$ cat config.mk
export PLATFORM = sky130hd
export DESIGN_NAME = headset_jack_button_qualifier_unit
export DESIGN_NICKNAME = d
export VERILOG_FILES = /design/src/rtl/hjbq_pkg.sv /design/src/rtl/hjbq_csr.sv /design/src/rtl/hjbq_jack.sv /design/src/rtl/hjbq_button.sv /design/src/rtl/headset_jack_button_qualifier_unit.sv
export SDC_FILE = /design/constraint.sdc
export NUM_CORES = 1
export LEC_CHECK = 0
export BUFFER_PORTS_ARGS = -buffer_cell sky130_fd_sc_hd__buf_2
export CAP_MARGIN = 20
export CORE_MARGIN = 1.5
export CORE_UTILIZATION = 30
export CTS_BUF_LIST = sky130_fd_sc_hd__clkbuf_16
export DETAILED_ROUTE_END_ITERATION = 10
export GPL_TIMING_DRIVEN = 0
export PLACE_DENSITY_LB_ADDON = 0.1
export SLEW_MARGIN = 20
export SYNTH_ARGS = -nofsm -noshare
export SYNTH_HDL_FRONTEND = slang
export SYNTH_HIERARCHICAL = 1
export SYNTH_SLANG_ARGS = --single-unit
export TNS_END_PERCENT = 20
$ cat constraint.sdc
create_clock -name clock -period 7.91 [get_ports clock]
set_clock_uncertainty 0.2 [all_clocks]
set_input_delay 0.791 -clock clock [delete_from_list [all_inputs] [get_ports clock]]
set_output_delay 0.791 -clock clock [all_outputs]
set_load 0.1 [all_outputs]
$ cat src/rtl/hjbq_pkg.sv
// shared types, register codes, reset values and the timer length helper
package hjbq_pkg;

   localparam int CSR_DATA_BITS = 32;
   localparam int CSR_ADDR_BITS = 5;
   localparam int CFG_BITS      = 16;

   typedef enum logic [2:0] {
      REG_JACK_SETTLE_ABSENT  = 3'd0,
      REG_JACK_SETTLE_PRESENT = 3'd1,
      REG_PRESS_SETTLE        = 3'd2,
      REG_PRESS_SETTLE_CALL   = 3'd3,
      REG_RELEASE_SETTLE      = 3'd4
   } reg_index_type;

   localparam logic [CFG_BITS-1:0] RST_JACK_SETTLE_ABSENT  = 16'd200;
   localparam logic [CFG_BITS-1:0] RST_JACK_SETTLE_PRESENT = 16'd20;
   localparam logic [CFG_BITS-1:0] RST_PRESS_SETTLE        = 16'd130;
   localparam logic [CFG_BITS-1:0] RST_PRESS_SETTLE_CALL   = 16'd400;
   localparam logic [CFG_BITS-1:0] RST_RELEASE_SETTLE      = 16'd10;

   typedef struct packed {
      logic [CFG_BITS-1:0] jack_settle_absent;
      logic [CFG_BITS-1:0] jack_settle_present;
      logic [CFG_BITS-1:0] press_settle;
      logic [CFG_BITS-1:0] press_settle_call;
      logic [CFG_BITS-1:0] release_settle;
   } cfg_type;

   // outcome of the jack qualifier for one tick, consumed by the button side
   typedef struct packed {
      logic present;
      logic inserted;
      logic removed;
      logic set_ignore;
   } jack_evt_type;

   // zero reads as one, values beyond the timer width saturate
   function automatic logic [31:0] timer_length(input logic [CFG_BITS-1:0] value,
                                                input int unsigned tb);
      logic [32:0] wide;
      logic [32:0] top;
      wide = 33'(value);
      top  = (33'd1 << tb) - 33'd1;
      if (wide == 33'd0) begin
         wide = 33'd1;
      end
      if (wide > top) begin
         wide = top;
      end
      return wide[31:0];
   endfunction

endpackage

$ cat src/rtl/hjbq_csr.sv
// configuration register file behind the apb-style port
module hjbq_csr (
   input  logic                                clock,
   input  logic                                reset,
   input  logic                                csr_psel,
   input  logic                                csr_penable,
   input  logic                                csr_pwrite,
   input  logic [hjbq_pkg::CSR_ADDR_BITS-1:0]  csr_paddr,
   input  logic [hjbq_pkg::CSR_DATA_BITS-1:0]  csr_pwdata,
   output logic [hjbq_pkg::CSR_DATA_BITS-1:0]  csr_prdata,
   output logic                                csr_pready,
   output hjbq_pkg::cfg_type                   cfg
);
   import hjbq_pkg::*;

   cfg_type             cfg_ff;
   logic                wr_en;
   logic [2:0]          idx;
   logic [CFG_BITS-1:0] wdata;
   logic [CFG_BITS-1:0] rdata;

   assign wr_en = csr_psel && csr_penable && csr_pwrite;
   assign idx   = csr_paddr[4:2];
   assign wdata = csr_pwdata[CFG_BITS-1:0];

   always_ff @(posedge clock) begin
      if (reset) begin
         cfg_ff.jack_settle_absent  <= RST_JACK_SETTLE_ABSENT;
         cfg_ff.jack_settle_present <= RST_JACK_SETTLE_PRESENT;
         cfg_ff.press_settle        <= RST_PRESS_SETTLE;
         cfg_ff.press_settle_call   <= RST_PRESS_SETTLE_CALL;
         cfg_ff.release_settle      <= RST_RELEASE_SETTLE;
      end else if (wr_en) begin
         case (idx)
            REG_JACK_SETTLE_ABSENT:  cfg_ff.jack_settle_absent  <= wdata;
            REG_JACK_SETTLE_PRESENT: cfg_ff.jack_settle_present <= wdata;
            REG_PRESS_SETTLE:        cfg_ff.press_settle        <= wdata;
            REG_PRESS_SETTLE_CALL:   cfg_ff.press_settle_call   <= wdata;
            REG_RELEASE_SETTLE:      cfg_ff.release_settle      <= wdata;
            default: ;
         endcase
      end
   end

   always_comb begin
      case (idx)
         REG_JACK_SETTLE_ABSENT:  rdata = cfg_ff.jack_settle_absent;
         REG_JACK_SETTLE_PRESENT: rdata = cfg_ff.jack_settle_present;
         REG_PRESS_SETTLE:        rdata = cfg_ff.press_settle;
         REG_PRESS_SETTLE_CALL:   rdata = cfg_ff.press_settle_call;
         REG_RELEASE_SETTLE:      rdata = cfg_ff.release_settle;
         default:                 rdata = '0;
      endcase
   end

   assign csr_prdata = CSR_DATA_BITS'(rdata);
   assign csr_pready = 1'b1;
   assign cfg        = cfg_ff;

endmodule

$ cat src/rtl/hjbq_jack.sv
// jack presence qualifier: settle timer and insert/remove decision
module hjbq_jack #(
   parameter int TIMER_BITS = 16
) (
   input  logic                   clock,
   input  logic                   reset,
   input  logic                   step_en,
   input  logic                   jack_level,
   input  hjbq_pkg::cfg_type      cfg,
   output hjbq_pkg::jack_evt_type jack_evt
);
   import hjbq_pkg::*;

   logic                  present_ff, present_in;
   logic                  jack_last_ff;
   logic                  running_ff, running_in;
   logic [TIMER_BITS-1:0] timer_ff, timer_in;
   logic [TIMER_BITS-1:0] len;
   logic [TIMER_BITS-1:0] dec;
   logic                  disagree;
   logic                  expire;

   assign disagree = (jack_level != jack_last_ff) && (jack_level != present_ff);
   assign len = TIMER_BITS'(timer_length(present_ff ? cfg.jack_settle_present
                                                    : cfg.jack_settle_absent, TIMER_BITS));
   assign dec = timer_ff - TIMER_BITS'(timer_ff != '0);

   always_comb begin
      timer_in   = timer_ff;
      running_in = running_ff;
      expire     = 1'b0;
      if (disagree) begin
         timer_in   = len;
         running_in = 1'b1;
      end else if (running_ff) begin
         timer_in = dec;
         if (dec == '0) begin
            running_in = 1'b0;
            expire     = 1'b1;
         end
      end
   end

   assign jack_evt.inserted   = expire && jack_level && !present_ff;
   assign jack_evt.removed    = expire && !jack_level && present_ff;
   assign jack_evt.set_ignore = disagree && present_ff;
   assign present_in          = jack_evt.inserted ? 1'b1 :
                                jack_evt.removed  ? 1'b0 : present_ff;
   assign jack_evt.present    = present_in;

   always_ff @(posedge clock) begin
      if (reset) begin
         present_ff   <= 1'b0;
         jack_last_ff <= 1'b0;
         running_ff   <= 1'b0;
         timer_ff     <= '0;
      end else if (step_en) begin
         present_ff   <= present_in;
         jack_last_ff <= jack_level;
         running_ff   <= running_in;
         timer_ff     <= timer_in;
      end
   end

   // a running settle timer never sits at zero
   a_timer_nonzero: assert property (@(posedge clock) disable iff (reset)
      running_ff |-> timer_ff != '0)
      else $error("jack timer running at zero");

   // insertion and removal never fall on one tick
   a_one_event: assert property (@(posedge clock) disable iff (reset)
      !(jack_evt.inserted && jack_evt.removed))
      else $error("jack inserted and removed together");

   // a restart leaves the timer running on the next edge
   a_restart: assert property (@(posedge clock) disable iff (reset)
      step_en && disagree |=> running_ff)
      else $error("jack timer not running after restart");

endmodule

$ cat src/rtl/hjbq_button.sv
// button qualifier: press/release settle timer, ignore flag and held state
module hjbq_button #(
   parameter int TIMER_BITS = 16
) (
   input  logic                   clock,
   input  logic                   reset,
   input  logic                   step_en,
   input  logic                   button_level,
   input  logic                   in_call,
   input  hjbq_pkg::cfg_type      cfg,
   input  hjbq_pkg::jack_evt_type jack_evt,
   output logic                   held,
   output logic                   pressed,
   output logic                   released
);
   import hjbq_pkg::*;

   logic                  held_ff, held_in;
   logic                  ignore_ff, ignore_in;
   logic                  sample_ff, sample_in;
   logic                  running_ff, running_in;
   logic [TIMER_BITS-1:0] timer_ff, timer_in;
   logic [CFG_BITS-1:0]   sel_cfg;
   logic [TIMER_BITS-1:0] len;
   logic [TIMER_BITS-1:0] dec;
   logic                  stop;

   assign stop = jack_evt.inserted || jack_evt.removed;
   assign sel_cfg = button_level ? cfg.release_settle :
                    in_call      ? cfg.press_settle_call : cfg.press_settle;
   assign len = TIMER_BITS'(timer_length(sel_cfg, TIMER_BITS));

   always_comb begin
      // effect of the jack side first
      ignore_in  = jack_evt.inserted   ? !button_level :
                   jack_evt.set_ignore ? 1'b1 : ignore_ff;
      held_in    = jack_evt.removed ? 1'b0 : held_ff;
      released   = jack_evt.removed && held_ff;
      pressed    = 1'b0;
      sample_in  = jack_evt.inserted ? button_level : sample_ff;
      timer_in   = stop ? '0 : timer_ff;
      running_in = stop ? 1'b0 : running_ff;
      dec        = timer_in - TIMER_BITS'(timer_in != '0);

      if (jack_evt.present && !jack_evt.inserted) begin
         if (button_level != sample_in) begin
            sample_in  = button_level;
            timer_in   = len;
            running_in = 1'b1;
         end else if (running_in) begin
            timer_in = dec;
            if (dec == '0) begin
               running_in = 1'b0;
               if (!button_level) begin
                  if (!ignore_in && !held_in) begin
                     held_in = 1'b1;
                     pressed = 1'b1;
                  end
               end else if (ignore_in) begin
                  ignore_in = 1'b0;
               end else if (held_in) begin
                  held_in  = 1'b0;
                  released = 1'b1;
               end
            end
         end
      end
   end

   assign held = held_in;

   always_ff @(posedge clock) begin
      if (reset) begin
         held_ff    <= 1'b0;
         ignore_ff  <= 1'b0;
         sample_ff  <= 1'b1;
         running_ff <= 1'b0;
         timer_ff   <= '0;
      end else if (step_en) begin
         held_ff    <= held_in;
         ignore_ff  <= ignore_in;
         sample_ff  <= sample_in;
         running_ff <= running_in;
         timer_ff   <= timer_in;
      end
   end

   // press and release never reported on one tick
   a_press_release: assert property (@(posedge clock) disable iff (reset)
      !(pressed && released))
      else $error("press and release on one tick");

   // with no headset the button cannot stay held
   a_held_needs_jack: assert property (@(posedge clock) disable iff (reset)
      held_in |-> jack_evt.present)
      else $error("button held without headset");

   // removal stops the button timer
   a_removal_stops: assert property (@(posedge clock) disable iff (reset)
      step_en && jack_evt.removed |=> !running_ff)
      else $error("button timer running after removal");

endmodule

$ cat src/rtl/headset_jack_button_qualifier_unit.sv
// headset jack and button qualifier top level: input register, qualifiers, result register
//
//   channel  direction  handshake             payload
//   req      in         req_valid/req_ready   jack_level, button_level, in_call
//   rsp      out        rsp_valid/rsp_ready   presence, held, four event pulses
//   csr      in         apb-style, pready=1   five 16-bit settle lengths
//
// one tick per cycle while the result is not stalled: a transaction is held in the
// input register and the qualifiers update their state on the way to the result
// register, where the result becomes valid. a stalled result holds the input register,
// and a new transaction is taken only while the input register is empty or moving on.
// synchronous reset clears all qualifier state and loads the default lengths.
module headset_jack_button_qualifier_unit #(
   parameter int TIMER_BITS = 16
) (
   input  logic                                clock,
   input  logic                                reset,
   input  logic                                req_valid,
   output logic                                req_ready,
   input  logic                                req_jack_level,
   input  logic                                req_button_level,
   input  logic                                req_in_call,
   output logic                                rsp_valid,
   input  logic                                rsp_ready,
   output logic                                rsp_headset_present,
   output logic                                rsp_button_held,
   output logic                                rsp_inserted,
   output logic                                rsp_removed,
   output logic                                rsp_pressed,
   output logic                                rsp_released,
   input  logic                                csr_psel,
   input  logic                                csr_penable,
   input  logic                                csr_pwrite,
   input  logic [hjbq_pkg::CSR_ADDR_BITS-1:0]  csr_paddr,
   input  logic [hjbq_pkg::CSR_DATA_BITS-1:0]  csr_pwdata,
   output logic [hjbq_pkg::CSR_DATA_BITS-1:0]  csr_prdata,
   output logic                                csr_pready
);
   import hjbq_pkg::*;

   cfg_type      cfg;
   jack_evt_type jack_evt;
   logic         in_valid_ff;
   logic         jack_ff, button_ff, call_ff;
   logic         out_valid_ff;
   logic         present_ff, held_ff, ins_ff, rem_ff, prs_ff, rel_ff;
   logic         step_en;
   logic         held, pressed, released;

   assign step_en   = in_valid_ff && (!out_valid_ff || rsp_ready);
   assign req_ready = !in_valid_ff || step_en;

   hjbq_csr u_csr (
      .clock       (clock),
      .reset       (reset),
      .csr_psel    (csr_psel),
      .csr_penable (csr_penable),
      .csr_pwrite  (csr_pwrite),
      .csr_paddr   (csr_paddr),
      .csr_pwdata  (csr_pwdata),
      .csr_prdata  (csr_prdata),
      .csr_pready  (csr_pready),
      .cfg         (cfg)
   );

   hjbq_jack #(.TIMER_BITS(TIMER_BITS)) u_jack (
      .clock      (clock),
      .reset      (reset),
      .step_en    (step_en),
      .jack_level (jack_ff),
      .cfg        (cfg),
      .jack_evt   (jack_evt)
   );

   hjbq_button #(.TIMER_BITS(TIMER_BITS)) u_button (
      .clock        (clock),
      .reset        (reset),
      .step_en      (step_en),
      .button_level (button_ff),
      .in_call      (call_ff),
      .cfg          (cfg),
      .jack_evt     (jack_evt),
      .held         (held),
      .pressed      (pressed),
      .released     (released)
   );

   always_ff @(posedge clock) begin
      if (reset) begin
         in_valid_ff  <= 1'b0;
         out_valid_ff <= 1'b0;
      end else begin
         if (req_ready) begin
            in_valid_ff <= req_valid;
         end
         if (step_en) begin
            out_valid_ff <= 1'b1;
         end else if (rsp_ready) begin
            out_valid_ff <= 1'b0;
         end
      end
   end

   always_ff @(posedge clock) begin
      if (req_valid && req_ready) begin
         jack_ff   <= req_jack_level;
         button_ff <= req_button_level;
         call_ff   <= req_in_call;
      end
      if (step_en) begin
         present_ff <= jack_evt.present;
         held_ff    <= held;
         ins_ff     <= jack_evt.inserted;
         rem_ff     <= jack_evt.removed;
         prs_ff     <= pressed;
         rel_ff     <= released;
      end
   end

   assign rsp_valid           = out_valid_ff;
   assign rsp_headset_present = present_ff;
   assign rsp_button_held     = held_ff;
   assign rsp_inserted        = ins_ff;
   assign rsp_removed         = rem_ff;
   assign rsp_pressed         = prs_ff;
   assign rsp_released        = rel_ff;

   // an insertion result always shows the headset present
   a_ins_present: assert property (@(posedge clock) disable iff (reset)
      rsp_valid && rsp_inserted |-> rsp_headset_present)
      else $error("insertion without presence");

   // a removal result shows nothing present and nothing held
   a_rem_clear: assert property (@(posedge clock) disable iff (reset)
      rsp_valid && rsp_removed |-> !rsp_headset_present && !rsp_button_held)
      else $error("removal leaves state behind");

   // a press result shows the button held
   a_prs_held: assert property (@(posedge clock) disable iff (reset)
      rsp_valid && rsp_pressed |-> rsp_button_held)
      else $error("press without held button");

endmodule
After elaboration in Yosys (flattened, before gate mapping). Index checks and enable logic that the tools add are counted.

Bits in registers: 130. Latch bits: 0. RAM bits: 0. Memory bits (read-only): 0. Input port bits: 47. Memories kept: 0.

$add $sub $neg: 2. Multiply operators: 0. Divide/modulo/power cells: 0. Magnitude comparators: 2. Equal/unequal tests: 7. Shifts and indexed selects: 0. Mux-type cells: 55. Bitwise operators: 3. Reduce and logical (&&, ||, !) cells: 40.

Operator list (count): 16-bit 2-to-1 mux (13); 16-bit one-hot mux with 5 select lines (1); 16-bit logical NOT (4); 1-bit 2-to-1 mux (41); 16-bit > comparator, second input constant (2); 16-bit nonzero test (2); 16-bit by 1-bit subtractor with 16-bit output (2); 1-bit logical AND (13); 2-bit AND reduction (6); 1-bit logical NOT (8); 3-bit by 2-bit equality test with 1-bit output, second input constant (2); 5-bit OR reduction (1); 2-bit nonzero test (2); 3-bit by 1-bit equality test with 1-bit output, second input constant (1); 3-bit equality test, second input constant (1); 3-bit logical NOT (1); 1-bit logical OR (3); 1-bit inequality test (3); 1-bit NOT (3).

Longest topological paths before layout. Gate-level depths: netlist (run 1).

Depth after elaboration: 17. Gate-level depth with buffers: 27. Mapped depth without buffers: 22.

Cells and area by module. Netlist (run 1), hierarchy kept.

By module, submodules not included: hjbq_csr (times used 1, cells an instance 392, area each 3953.8 µm², sequential area each 1601.5 µm²); hjbq_button (times used 1, cells an instance 309, area each 2142.1 µm², sequential area each 400.4 µm²); hjbq_jack (times used 1, cells an instance 240, area each 1742.9 µm², sequential area each 380.4 µm²); headset_jack_button_qualifier_unit (times used 1, cells an instance 19, area each 374.1 µm², sequential area each 310.3 µm²).

Worst setup path after synthesis (run 1). No wires, ideal clock.

Path type: register to register. Start: reg u_jack.timer_ff[8]. End: reg held_ff, in the netlist rsp_button_held, data pin. Arrival time: 6.148 ns. Data required time: 7.449 ns. Slack: 1.301 ns. Stages on the path, launching flop included: 26. Buffers on the path: 3. Period minus slack after synthesis: 6.609 ns. Path through: dfxtp_1 -> or4_1 -> nor2_1 -> nand4_1 -> ha_1 -> ha_1 -> nor4b_1 -> nor4_1 -> o21ai_0 -> a2111o_1 -> nor4_4 -> nor2b_1 -> nor2_1 -> buf_2 -> buf_1 -> nand2_1 -> ha_1 -> ha_1 -> buf_6 -> or3b_4 -> o311ai_2 -> o211ai_1 -> a211o_1 -> or4_4 -> nor4_4 -> nor2_1.

RTL lines: from (decl) (line hjbq_jack.sv:17) `logic [TIMER_BITS-1:0] timer_ff, timer_in;`; from (signal assigned) (line hjbq_jack.sv:61) `timer_ff <= timer_in;`; to (signal assigned) (line headset_jack_button_qualifier_unit.sv:112) `held_ff <= held;`; to (decl) (line headset_jack_button_qualifier_unit.sv:46) `logic present_ff, held_ff, ins_ff, rem_ff, prs_ff, rel_ff;`.

==> results, run 1 <==
- The average detailed-routed wire length per instance is 20.7 um.
- Along the worst path, the maximum fanout reaches 10.
- The path category of the worst min-delay check is flop to flop.
- The initial antenna violation count was 0.
- The clock tree root buffer cell is sky130_fd_sc_hd__clkbuf_16.
- The number of fillers in the final layout is 2899.
- Overall power consumption after layout is estimated at 1.94 mW.
- The most numerous cell in the Yosys netlist is sky130_fd_sc_hd__dfxtp_1.
- The cell total after placement is 1366.
- The number of max-slew violations in the final report was 0.
- After the last flow step, the layout net total stands at 1097.
- In this design, the stage delay of the slowest critical-path cell is 0.60 ns.
- Setup repair after global routing left no endpoint under its margin.
- In the final layout, the share of cells above drive strength 1 is 17.2%.
- For the worst setup path, the data arrival time is 7.40 ns.
- The leakage component of the power is 3.81 nW.
- The worst setup path is launched from a flop.
- The share of the Yosys chip area taken by registers is 32.8%.
- The number of buffers and inverters on the critical path is 4.
- The growth of design area from synthesis to finish is 16.5%.
- Once the floorplan was initialized, standard cells occupied 30.6% of the core.
- The H-tree depth is 4.
- The share of flip-flops with an asynchronous set or reset after synthesis is 0%.
- The DRC violation count after routing is 0.
- The post-CTS clock slew at the launch and capture registers of the worst setup and hold paths is 0.06 ns.
- The count of placed standard cells in the final layout, fillers left out is 1400.
- The via count of the first global-routing pass came to 7294.
- The worst path uses 94.0% of the clock period.
- During synthesis, Yosys emitted a total of 6 warnings.
- Summed over all instances, the cell type with the most area after synthesis is sky130_fd_sc_hd__dfxtp_1.
- The highest attainable clock frequency is 134 MHz.
- At the worst endpoint, the required time is 7.88 ns.
- The I/O pin total is 88.
- The share of synthesized area in the top cell type comes to 29.5%.
- The multi-input combinational cells in the finished layout cover a total of 5040 sq um.
- The tool flagged a number of max-cap violations equal to 0.
- The number of antenna diodes is 0.
- Before antenna repair, the detailed router went through 5 iterations.
- Along the worst hold path, the cell count comes to 2.
- Headroom to the max-slew limit came out at 44.4%.
- The final instance area is 9570 sq um.
- In this run, synthesis produced a sequential element count of 130.
- After global routing the overflow that remains totals 0.
- The leading register cell type out of synthesis is sky130_fd_sc_hd__dfxtp_1.
- TritonCTS built the clock tree.
- The number of enable flip-flop cells after synthesis is 9.
- After synthesis the cells add up to 8210 sq um.
- The vertical die dimension is 168 um.
- The final count of hold timing violations is 0.
- The count of port buffers added during placement is 50.
- Among the stages of the critical path, the cell type that occurs most often is sky130_fd_sc_hd__nor2_1.
- The capture point of the worst reg-to-reg path is rsp_button_held$_DFFE_PP_.
- The number of vias after detailed routing is 7581.
- In the final layout, flip-flops and latches occupy 2690 sq um.
- The floorplan step defined a die boundary enclosing 28400 sq um.
- The overall die width is 168 um.
- Counting every instance in the synthesized netlist gives 960.
- Yosys attributes the largest share of cell area to sky130_fd_sc_hd__dfxtp_1 (29%), sky130_fd_sc_hd__mux2i_1 (14%), sky130_fd_sc_hd__nand2b_1 (7.2%).
- After detailed routing, the total wire length is 29.0 mm.
- The latest clock arrival within the worst-skew pair is 0.43 ns.
- Once placement finished, the instance area stood at 8950 sq um.
- Once layout is complete, the utilization of the core stands at 35.6%.
- The first global-routing pass estimated 44.3 mm of wire.
- The worst setup path is captured at a flop.
- The reg-to-reg critical path startpoint is u_jack/timer_ff[8]$_SDFFE_PP0P_.
- The count of nets left with antenna violations once routing finished came out at 0.
- In the synthesized netlist, the cells that appear most often are sky130_fd_sc_hd__dfxtp_1 (121), sky130_fd_sc_hd__mux2i_1 (114), sky130_fd_sc_hd__nand2b_1 (95).
- The worst-case clock buffer depth is 2.
- The worst setup slack for register-to-register paths is 0.47 ns.
- The minimum setup slack in the final design is 0.475 ns.
- The average instance in the mapped netlist occupies 8.56 sq um.
- In this run the most critical hold path is launched from u_button/ignore_ff$_SDFFE_PP0P_.
- For this block, the initial DRC count from the detailed router was 663.
- Among all stages on the critical path, the largest delay is contributed by sky130_fd_sc_hd__or4_4.
- The maximum vdd drop is 0.126 mV.
- The setup violation total in the final timing report is 0.
- The actual slew at the worst max-slew pin is 0.834 ns.
- The number of different library cells used by synthesis comes to 84.
- The pre-CTS setup slack is -0.00429 ns.
- The global-route usage over all layers is 20.7%.
- The setup path with the least slack is of type flop to flop.
- Entering global routing, the biggest net connects 17 pins.
- The number of CTS-inserted buffers is 17.
- The worst hold path terminates at u_button/ignore_ff$_SDFFE_PP0P_.
- The total area inside the core boundary comes to 26900 sq um.
- The run finished with clean final reports.
- The largest delay contributor family on the critical path is simple AND/OR/NAND/NOR gates.
- The vias per cell is 5.42.
- The number of hold buffers added after CTS is 0.
- The row count is 60.
- The power per cell area is 202 nW/um^2.
- Routability-driven placement finished with a final weighted congestion of 0.899.
- The clock sink total is 130.
- The final HPWL from detailed placement is 22.0 mm.
- The worst path in the final design needs a cycle of 7.44 ns, including I/O delays and setup.
- The number of cell instances on the worst register-to-register path is 26.
-- worst max-delay path by stage --
| stage | start | end | depth (start not counted) |
|---|---|---|---|
| 2_1_floorplan | u_jack/timer_ff[8]$_SDFFE_PP0P_ | rsp_button_held$_DFFE_PP_ | 25 |
| 3_3_place_gp | u_jack/timer_ff[6]$_SDFFE_PP0P_ | u_button/ignore_ff$_SDFFE_PP0P_ | 26 |
| 4_1_cts | u_jack/timer_ff[6]$_SDFFE_PP0P_ | u_button/ignore_ff$_SDFFE_PP0P_ | 26 |
| 6_report | u_jack/timer_ff[8]$_SDFFE_PP0P_ | rsp_button_held$_DFFE_PP_ | 26 |
| 3_5_place_dp | u_jack/timer_ff[6]$_SDFFE_PP0P_ | u_button/ignore_ff$_SDFFE_PP0P_ | 26 |
| 5_1_grt | u_jack/timer_ff[8]$_SDFFE_PP0P_ | rsp_button_held$_DFFE_PP_ | 26 |
-- placed cells by master, fill, tap and decap left out, types with 7 or more instances in the layout --
master and instances:
sky130_fd_sc_hd__dfxtp_1 121, sky130_fd_sc_hd__mux2i_1 114, sky130_fd_sc_hd__nand2b_1 95, sky130_fd_sc_hd__nor2_1 92, sky130_fd_sc_hd__buf_2 65, sky130_fd_sc_hd__a21oi_1 61
sky130_fd_sc_hd__o21ai_0 45, sky130_fd_sc_hd__clkbuf_1 43, sky130_fd_sc_hd__a22oi_1 40, sky130_fd_sc_hd__nand2_1 36, sky130_fd_sc_hd__o22ai_1 24, sky130_fd_sc_hd__buf_4 23
sky130_fd_sc_hd__nor3_1 22, sky130_fd_sc_hd__nor4_1 18, sky130_fd_sc_hd__clkbuf_16 17, sky130_fd_sc_hd__mux2_2 17, sky130_fd_sc_hd__conb_1 17, sky130_fd_sc_hd__nand3_1 16
sky130_fd_sc_hd__inv_1 11, sky130_fd_sc_hd__nand4_1 10, sky130_fd_sc_hd__edfxtp_1 9, sky130_fd_sc_hd__a211oi_1 9, sky130_fd_sc_hd__buf_6 8, sky130_fd_sc_hd__inv_6 7
-- report_power, final --
group	leakage, nW	internal [mW]	switching, mW
logic	2.45	0.142	0.294
registers	1.07	0.675	0.0136
clock network	0.293	0.474	0.338
total	3.81	1.29	0.646
-- what timing repair did --
item | CTS | global route
endpoints found under the setup margin | 1 | 6
buffers inserted | 0 | 2
gates resized for setup | 1 | 5
-- tightest hold or removal path, cell delays in order, from the launching register on --
cell	delay, ns
sky130_fd_sc_hd__dfxtp_1	0.31
sky130_fd_sc_hd__nand2b_1	0.06
sky130_fd_sc_hd__a21oi_1	0.06
-- state kept, by name (all words and copies together) (netlist names) --
register             flops
rsp_valid                1
rsp_headset_present      1
rsp_button_held          1
u_jack/running_ff        1
u_button/held_ff         1
rsp_inserted             1
in_valid_ff              1
rsp_pressed              1
u_jack/present_ff        1
rsp_released             1
u_jack/jack_last_ff      1
jack_ff                  1
u_csr/cfg               80
call_ff                  1
u_jack/timer_ff         16
u_button/sample_ff       1
u_button/ignore_ff       1
u_button/running_ff      1
rsp_removed              1
button_ff                1
u_button/timer_ff       16
-- metrics by stage --
stage / hold WS (ns) / TNS [ns]
after global placement: 0.265 / -0.0636
after detailed placement: 0.280 / -0.00429
after floorplan: 0.245 / 0
final: 0.284 / 0
after CTS: 0.289 / 0
after global routing: 0.311 / 0
-- cells by family after synthesis --
kind of cell,Yosys count,share of synthesized area (%)
flip-flops,130,32.8
buffers and inverters,103,6.67
multiplexers,132,16.4
other,2,0.0914
XOR/XNOR,11,1.17
AND/OR/NAND/NOR,356,25.1
adder cells (fa/ha/maj),4,0.609
AO/OA/AOI/OAI,222,17.2
-- routing by layer --
layer | global-route usage, % | vias up | wire length (um)
li1 | - | 3657 | -
met1 | 28.4 | 3677 | 13800
met2 | 33.3 | 221 | 13300
met3 | 3.62 | 26 | 1300
met4 | 5.55 | 0 | 488
met5 | 0 | - | 0
-- layout make-up --
type,instances,share of cell area (%)
multi-input cells,742,52.7
plain buffers,92,5.27
clock inverters,15,1.78
inverters,11,0.458
flip-flops and latches,130,28.1
repair buffers,52,2.77
clock buffers,17,4.45
well taps,341,4.46
(Power assumes the default switching activity.)
==> inputs of run 2 (changes only) <==
- ABC_AREA: default -> 1
==> run 2 against run 1 <==
Sequential share of layout area fell by 1.1 points. Clock-buffer cell count rose by 1. Via count is 21% higher. Critical path type unchanged. Highest routed layer unchanged.
==> results, run 2 <==
- The run finished with clean final reports.
- The capturing element type of the critical path is a flop.
- The final hold slack is 0.277 ns.
- In this run, distinct cell masters in the synthesized netlist total 52.
- The number of buffers and inverters on the critical path is 4.
- The final estimated routing congestion in global placement is 0.902.
- The required time at the endpoint of the critical path is 7.89 ns.
- Cell internal power was estimated by the tool at 1.34 mW.
- Counting flops and latches in the post-synthesis netlist gives 130.
- The data arrival at the endpoint of the critical path is 6.05 ns.
- Among all flip-flop cells after synthesis, the most frequent one is sky130_fd_sc_hd__dfxtp_1.
- The die covers 29400 sq um.
- Setup violations remaining at the end of the flow were counted as 0.
- The average detailed-routed wire length per instance is 17.8 um.
- The sequential element share of the synthesized area is 31.6%.
- sky130_fd_sc_hd__nand2_1 is the most common cell in the netlist.
- The total overflow left after global routing is 0.
- The die is 172 um tall.
- The total area inside the core boundary comes to 27900 sq um.
- The power per cell area is 207 nW/um^2.
- The count of port buffers added during placement is 51.
- Grouping stages by cell kind, the critical path spends the most delay in simple AND/OR/NAND/NOR gates.
- The number of antenna diodes is 0.
- Counting every sink on the clock net gives 130.
- For the final routed database, the setup TNS stands at 0 ns.
- The growth of design area from synthesis to finish is 16.7%.
- The worst hold path belongs to the class flop to flop.
- The final HPWL from detailed placement is 25.0 mm.
- The fraction of power spent switching nets is 35.1%.
- The shortest period the worst path allows is 6.06 ns.
- The number of vias after detailed routing is 9194.
- The final layout contains 1516 nets.
- The buffers inserted during post-CTS setup optimization is 0.
- The number of hold buffers added after CTS is 0.
- Across the VDD grid, the largest voltage drop is 0.115 mV.
- No sink is reached through more buffers than the 2 on the longest clock path.
- Summed over all nets, the switching power comes to 0.725 mW.
- The number of instances in the synthesized netlist is 1379.
- The clock tree synthesis step divided the H-tree into 4 levels.
- The sequential share of power is 34.2%.
- The detailed router's first-iteration violation count is 771.
- The actual slew at the worst max-slew pin is 0.805 ns.
- The routed design has 33.0 mm of wire.
- Summing every instance area after synthesis gives 8520 sq um.
- Counting instances in the post-synthesis netlist gives the leading cell types as sky130_fd_sc_hd__nand2_1 (388), sky130_fd_sc_hd__nor2_1 (229), sky130_fd_sc_hd__nand3_1 (147).
- The number of max-slew violations in the final report was 0.
- The row count is 61.
- Entering global routing, the biggest net connects 17 pins.
- The pre-CTS setup slack is 1.98 ns.
- The clock network is responsible for 41.4% of the overall power.
- The global-route usage over all layers is 23.2%.
- The register with the most flip-flops in the layout has 80 of them.
- The maximum single-stage delay on the critical path is 0.40 ns.
- The average size of a mapped cell is 6.18 sq um.
- Gates resized during post-CTS repair numbered 0.
- The leakage component of the power is 4.63 nW.
- Setup slack closes at 1.85 ns.
- The library cell used most frequently in the layout, excluding fill and tap cells, is sky130_fd_sc_hd__nand2_1.
- In the routed design, unresolved DRC markers number 0.
- Clock-pin slew was measured on the worst setup and hold paths at 0.06 ns.
- The initial utilization of the core area, before any placement, comes to 30.6%.
- By startpoint and endpoint, the worst setup path is classified as flop to flop.
- The final clock period utilization by the worst path is 76.6%.
- In the layout the commonest cells are sky130_fd_sc_hd__nand2_1 (388), sky130_fd_sc_hd__nor2_1 (229), sky130_fd_sc_hd__nand3_1 (147), sky130_fd_sc_hd__dfxtp_1 (121), sky130_fd_sc_hd__inv_1 (111).
- The initial antenna violation count is 0.
- The number of enable flip-flop cells after synthesis is 9.
- Yosys attributes the largest share of cell area to sky130_fd_sc_hd__dfxtp_1 (28%), sky130_fd_sc_hd__nand2_1 (17%), sky130_fd_sc_hd__nor2_1 (10%).
- The clock tree root buffer cell is sky130_fd_sc_hd__clkbuf_16.
- The highest attainable clock frequency is 165 MHz.
- Clock tree synthesis inserted a total of 17 buffers.
- In this run the biggest area consumer among cell types represents 28.4% of the synthesized area.
- Setup repair after global routing left no endpoint under its margin.
- The share of total power dissipated in combinational logic is 24.4%.
- The number of detailed-routing iterations run before antenna repair is 6.
- The Yosys warning count is 6.
- TritonCTS built the clock tree.
- The via count of the first global-routing pass is 8698.
- Measured along the x axis, the die boundary spans 172 um.
- The wire length of the first global-routing pass is 50.6 mm.
- The I/O pin total is 88.
- The count of maximum capacitance violations is 0.
- Leaving out filler cells and counting taps, the final layout contains 1856.
- The largest area contributor in the netlist is sky130_fd_sc_hd__dfxtp_1.
- The final count of hold timing violations is 0.
- STA classifies the critical path startpoint as a flop.
- The latest clock arrival within the worst-skew pair is 0.43 ns.
- The cell with the biggest individual delay on the critical path is sky130_fd_sc_hd__nor2_1.
- The maximum fanout along the worst path is 10.
- The count of nets left with antenna violations once routing finished came out at 0.
- The share of flip-flops with an asynchronous set or reset after synthesis is 0%.
- Of the cells placed in the final design, the portion with a size suffix greater than 1 is 14.3%.
- The worst max-slew margin expressed relative to the limit is 46.4%.
- The share of the core filled with cells in the final layout is 35.7%.
- The cell total after placement is 1824.
- Using the TritonRoute via totals, the vias-per-cell ratio works out to 4.95.
[run 2: cell count changes after synthesis, moves of 27 or more]
cell | previous run | this run
sky130_fd_sc_hd__nand2_1 | 36 | 388
sky130_fd_sc_hd__nor2_1 | 92 | 229
sky130_fd_sc_hd__nand3_1 | 16 | 147
sky130_fd_sc_hd__mux2i_1 | 114 | 8
sky130_fd_sc_hd__inv_1 | 10 | 110
sky130_fd_sc_hd__nand2b_1 | 95 | 0
sky130_fd_sc_hd__a22oi_1 | 40 | 0
sky130_fd_sc_hd__nand4_1 | 10 | 37
[run 2: power by group through the flow]
| stage | clock network (mW) | logic (mW) | registers, mW |
|---|---|---|---|
| final | 0.855 | 0.503 | 0.706 |
| after global routing | 0.898 | 0.555 | 0.709 |
| after CTS | 0.877 | 0.498 | 0.705 |
| after detailed placement | 0 | 0.496 | 0.720 |
| after global placement | 0 | 0.495 | 0.720 |
| after floorplan | 0 | 0.364 | 0.723 |
[run 2: worst paths after layout]
check | start | endpoint | slack, ns | depth (start not counted)
min reg2reg | u_button/ignore_ff$_SDFFE_PP0P_ | u_button/ignore_ff$_SDFFE_PP0P_ | 0.28 | 2
max | u_jack/timer_ff[7]$_SDFFE_PP0P_ | rsp_button_held$_DFFE_PP_ | 1.85 | 35
max reg2reg | u_jack/timer_ff[7]$_SDFFE_PP0P_ | rsp_button_held$_DFFE_PP_ | 1.85 | 35
min | u_button/ignore_ff$_SDFFE_PP0P_ | u_button/ignore_ff$_SDFFE_PP0P_ | 0.28 | 2
[run 2: per-stage QoR]
step	power (mW)	area, sq um
2_1_floorplan	1.09	8580
3_3_place_gp	1.22	9310
3_5_place_dp	1.22	9320
4_1_cts	2.08	9950
5_1_grt	2.16	9950
6_report	2.06	9950
[run 2: cell families after synthesis]
group                      share of synthesized area, %
AOI/OAI and AO/OA                                  10.5
DFF                                                31.6
other                                            0.0881
muxes                                             0.940
xor gates and xnor gates                          0.411
and+or+nand+nor                                    44.3
adders and majority gates                         0.587
buffers and inverters                              11.6
[run 2: worst reg2reg max path, delay by kind of cell, from the launching register on]
kind                     cells  cell delay (ns)
AND/OR/NAND/NOR             27             3.70
adder cells (fa/ha/maj)      4             1.08
buffers and inverters        4             0.48
flip-flops                   1             0.37
[run 2: metal layers]
| layer | vias to the layer above | GRT usage, % | routed length, um | part of all wire, % |
|---|---|---|---|---|
| met5 | - | 0 | 0 | 0 |
| met3 | 40 | 3.77 | 1680 | 5.1 |
| met1 | 4291 | 31.2 | 15700 | 47 |
| met2 | 268 | 37.9 | 15000 | 45 |
| li1 | 4595 | - | - | - |
| met4 | 0 | 6.75 | 702 | 2.1 |
[run 2: cell type report]
class	instances	area, sq um
Inverter	127	479
Tap cell	378	473
Clock buffer	18	450
Multi-Input combinational cell	1052	4900
Buffer	85	510
Timing Repair Buffer	52	267
Clock inverter	14	176
Fill cell	3173	17900
Sequential cell	130	2690
==> inputs of run 3 (changes only) <==
- clock period: 7.91 -> 6.4 ns (I/O delays scaled with it)
==> run 3 against run 2 <==
Non-clock buffer count is the same. Die area is the same. First-iteration DRC count grew 4.0%. Combinational power grew 24%. Via count grew 0.27%. Clock power grew 24%. Core utilization is essentially flat. Design area is essentially flat. Critical path depth is the same. Global-route usage is the same.
==> results, run 3 (synthesis gave the netlist of run 2 again) <==
- The flow ran to the end, and the final reports show no timing, DRC or antenna violations.
- The setup path with the least slack is of type flop to flop.
- The sort of element at the start of the critical path is a flop.
- The instance area at placement is 9320 sq um.
- In the final timing run, aggregate negative setup slack is 0 ns.
- The number of nets with antenna violations after routing is 0.
- The required time at the endpoint of the critical path is 6.38 ns.
- The clock tree root buffer cell is sky130_fd_sc_hd__clkbuf_16.
- The clock passes through at most 2 buffers.
- The share of the core filled with cells in the final layout is 35.7%.
- The maximum single-stage delay on the critical path is 0.37 ns.
- The pin count of the biggest net entering global routing is 17.
- The count of port buffers added during placement is 51.
- The shortest period the worst path allows is 5.89 ns.
- The buffers inserted during post-CTS setup optimization is 0.
- The min-delay analysis places its worst path in the category input pin to flop.
- The average detailed-routed wire length per instance is 17.8 um.
- Global routing used 23.2% of the available tracks across all layers.
- The buffers plus inverters on the worst setup path is 4.
- The pre-CTS setup slack is 0.468 ns.
- The H-tree depth is 4.
- The final layout contains routed wiring with a total length of 33.1 mm.
- The most common cell after layout, fill and taps aside is sky130_fd_sc_hd__nand2_1.
- The largest individual stage delay along the critical path comes from the cell sky130_fd_sc_hd__dfxtp_1.
- The total grt overflow is 0.
- The number of antenna diodes is 0.
- The largest delay contributor family on the critical path is simple AND/OR/NAND/NOR gates.
- The final hold slack is 0.190 ns.
- The floorplan step set the die height to 172 um.
- The count of maximum capacitance violations is 0.
- The vias per cell is 4.97.
- From synthesis to final layout, the design area changed by 16.8%.
- The number of CTS-inserted buffers is 17.
- The data arrival at the endpoint of the critical path is 5.88 ns.
- For this design the static power due to leakage is 4.63 nW.
- The highest attainable clock frequency is 170 MHz.
- The cell total after placement is 1824.
- After routing the design area is 9950 sq um.
- The post-CTS clock slew at the launch and capture registers of the worst setup and hold paths is 0.06 ns.
- At the pin with the least slew margin, the transition time is 0.831 ns.
- The count of placed standard cells in the final layout, fillers left out is 1856.
- The initialized floorplan defines 61 standard-cell rows.
- The final estimated routing congestion in global placement is 0.902.
- The setup violation total in the final timing report is 0.
- The final count of hold timing violations is 0.
- TritonCTS built the clock tree.
- In this run the worst path has a maximum fanout of 10.
- Clock tree synthesis found a total of 130 sinks.
- The number of vias after detailed routing is 9219.
- The capturing element type of the critical path is a flop.
- The most numerous cell type found on the critical path is sky130_fd_sc_hd__nand2_1.
- After detailed routing, the number of remaining DRC violations is 0.
- The worst path meets setup with 0.505 ns of slack.
- The ratio of cells with drive above 1 in the final layout is 14.5%.
- The number of max-slew violations in the final report is 0.
- The filler cells instantiated in the layout total 3173.
- The final clock period utilization by the worst path is 92.1%.
- The maximum vdd drop is 0.143 mV.
- In this run the horizontal extent of the chip is 172 um.
- Summing all multi-input logic gate instances after layout gives 4910 sq um.
- Measured against its own limit, the worst slew margin works out to 44.6%.
- For this run, the detailed router's first-pass iteration total came to 5.
- The power per cell area is 256 nW/um^2.
- The die covers 29400 sq um.
- The total area inside the core boundary comes to 27900 sq um.
- In the layout the commonest cells are sky130_fd_sc_hd__nand2_1 (388), sky130_fd_sc_hd__nor2_1 (227), sky130_fd_sc_hd__nand3_1 (147), sky130_fd_sc_hd__dfxtp_1 (121), sky130_fd_sc_hd__inv_1 (111).
- The flip-flop and latch area is 2690 sq um.
- Setup repair after global routing left no endpoint under its margin.
- The final HPWL from detailed placement is 25.0 mm.
- The final total power is 2.55 mW.
- The detailed router finished its first iteration with 802 violations.
- The I/O pin total is 88.
- For this run, the post-layout net count is 1516.
- The wire length of the first global-routing pass is 50.6 mm.
- The initial cell density of the core is 30.6%.
- The latest clock arrival within the worst-skew pair is 0.43 ns.
- The initial antenna violation count was 0.
- Hold repair after CTS inserted 0 buffers.
- The number of flip-flops in the largest register is 80.
- The via count of the first global-routing pass came to 8698.
[run 3: cell types whose count changed in the layout (fill, tap and decap cells not counted)]
cell,delta
sky130_fd_sc_hd__nor2_2,+2
sky130_fd_sc_hd__nor2_1,-2
[run 3: what timing repair did]
action                                  CTS  global route
endpoints found under the hold margin     0             0
endpoints found under the setup margin    0             6
gates resized for setup                   0             2
[run 3: final cells by class]
type,count,area share [%]
Clock buffer,18,4.52
Timing Repair Buffer,52,2.68
Clock inverter,14,1.77
Multi-Input combinational cell,1052,49.3
Inverter,127,4.81
Sequential cell,130,27.0
Buffer,85,5.13
Tap cell,378,4.75
[run 3: metal layers]
layer | up-vias | wire, um | global-route usage (%)
met5 | - | 0 | 0
li1 | 4597 | - | -
met1 | 4299 | 15600 | 31.2
met3 | 39 | 1720 | 3.77
met4 | 0 | 690 | 6.75
met2 | 284 | 15000 | 37.9
[run 3: power by group]
group          internal (mW)  switching (mW)
Combinational          0.169           0.453
Clock                  0.641           0.415
Sequential             0.845          0.0275
Total                   1.66           0.896
[run 3: worst paths after layout]
kind	startpoint	slack [ns]	depth (start not counted)	endpoint
worst min-delay path	req_button_level	0.19	1	button_ff$_DFFE_PP_
worst max register to register	u_jack/timer_ff[7]$_SDFFE_PP0P_	0.51	35	rsp_button_held$_DFFE_PP_
worst max-delay path	u_jack/timer_ff[7]$_SDFFE_PP0P_	0.51	35	rsp_button_held$_DFFE_PP_
worst min register to register	u_button/ignore_ff$_SDFFE_PP0P_	0.28	2	u_button/ignore_ff$_SDFFE_PP0P_
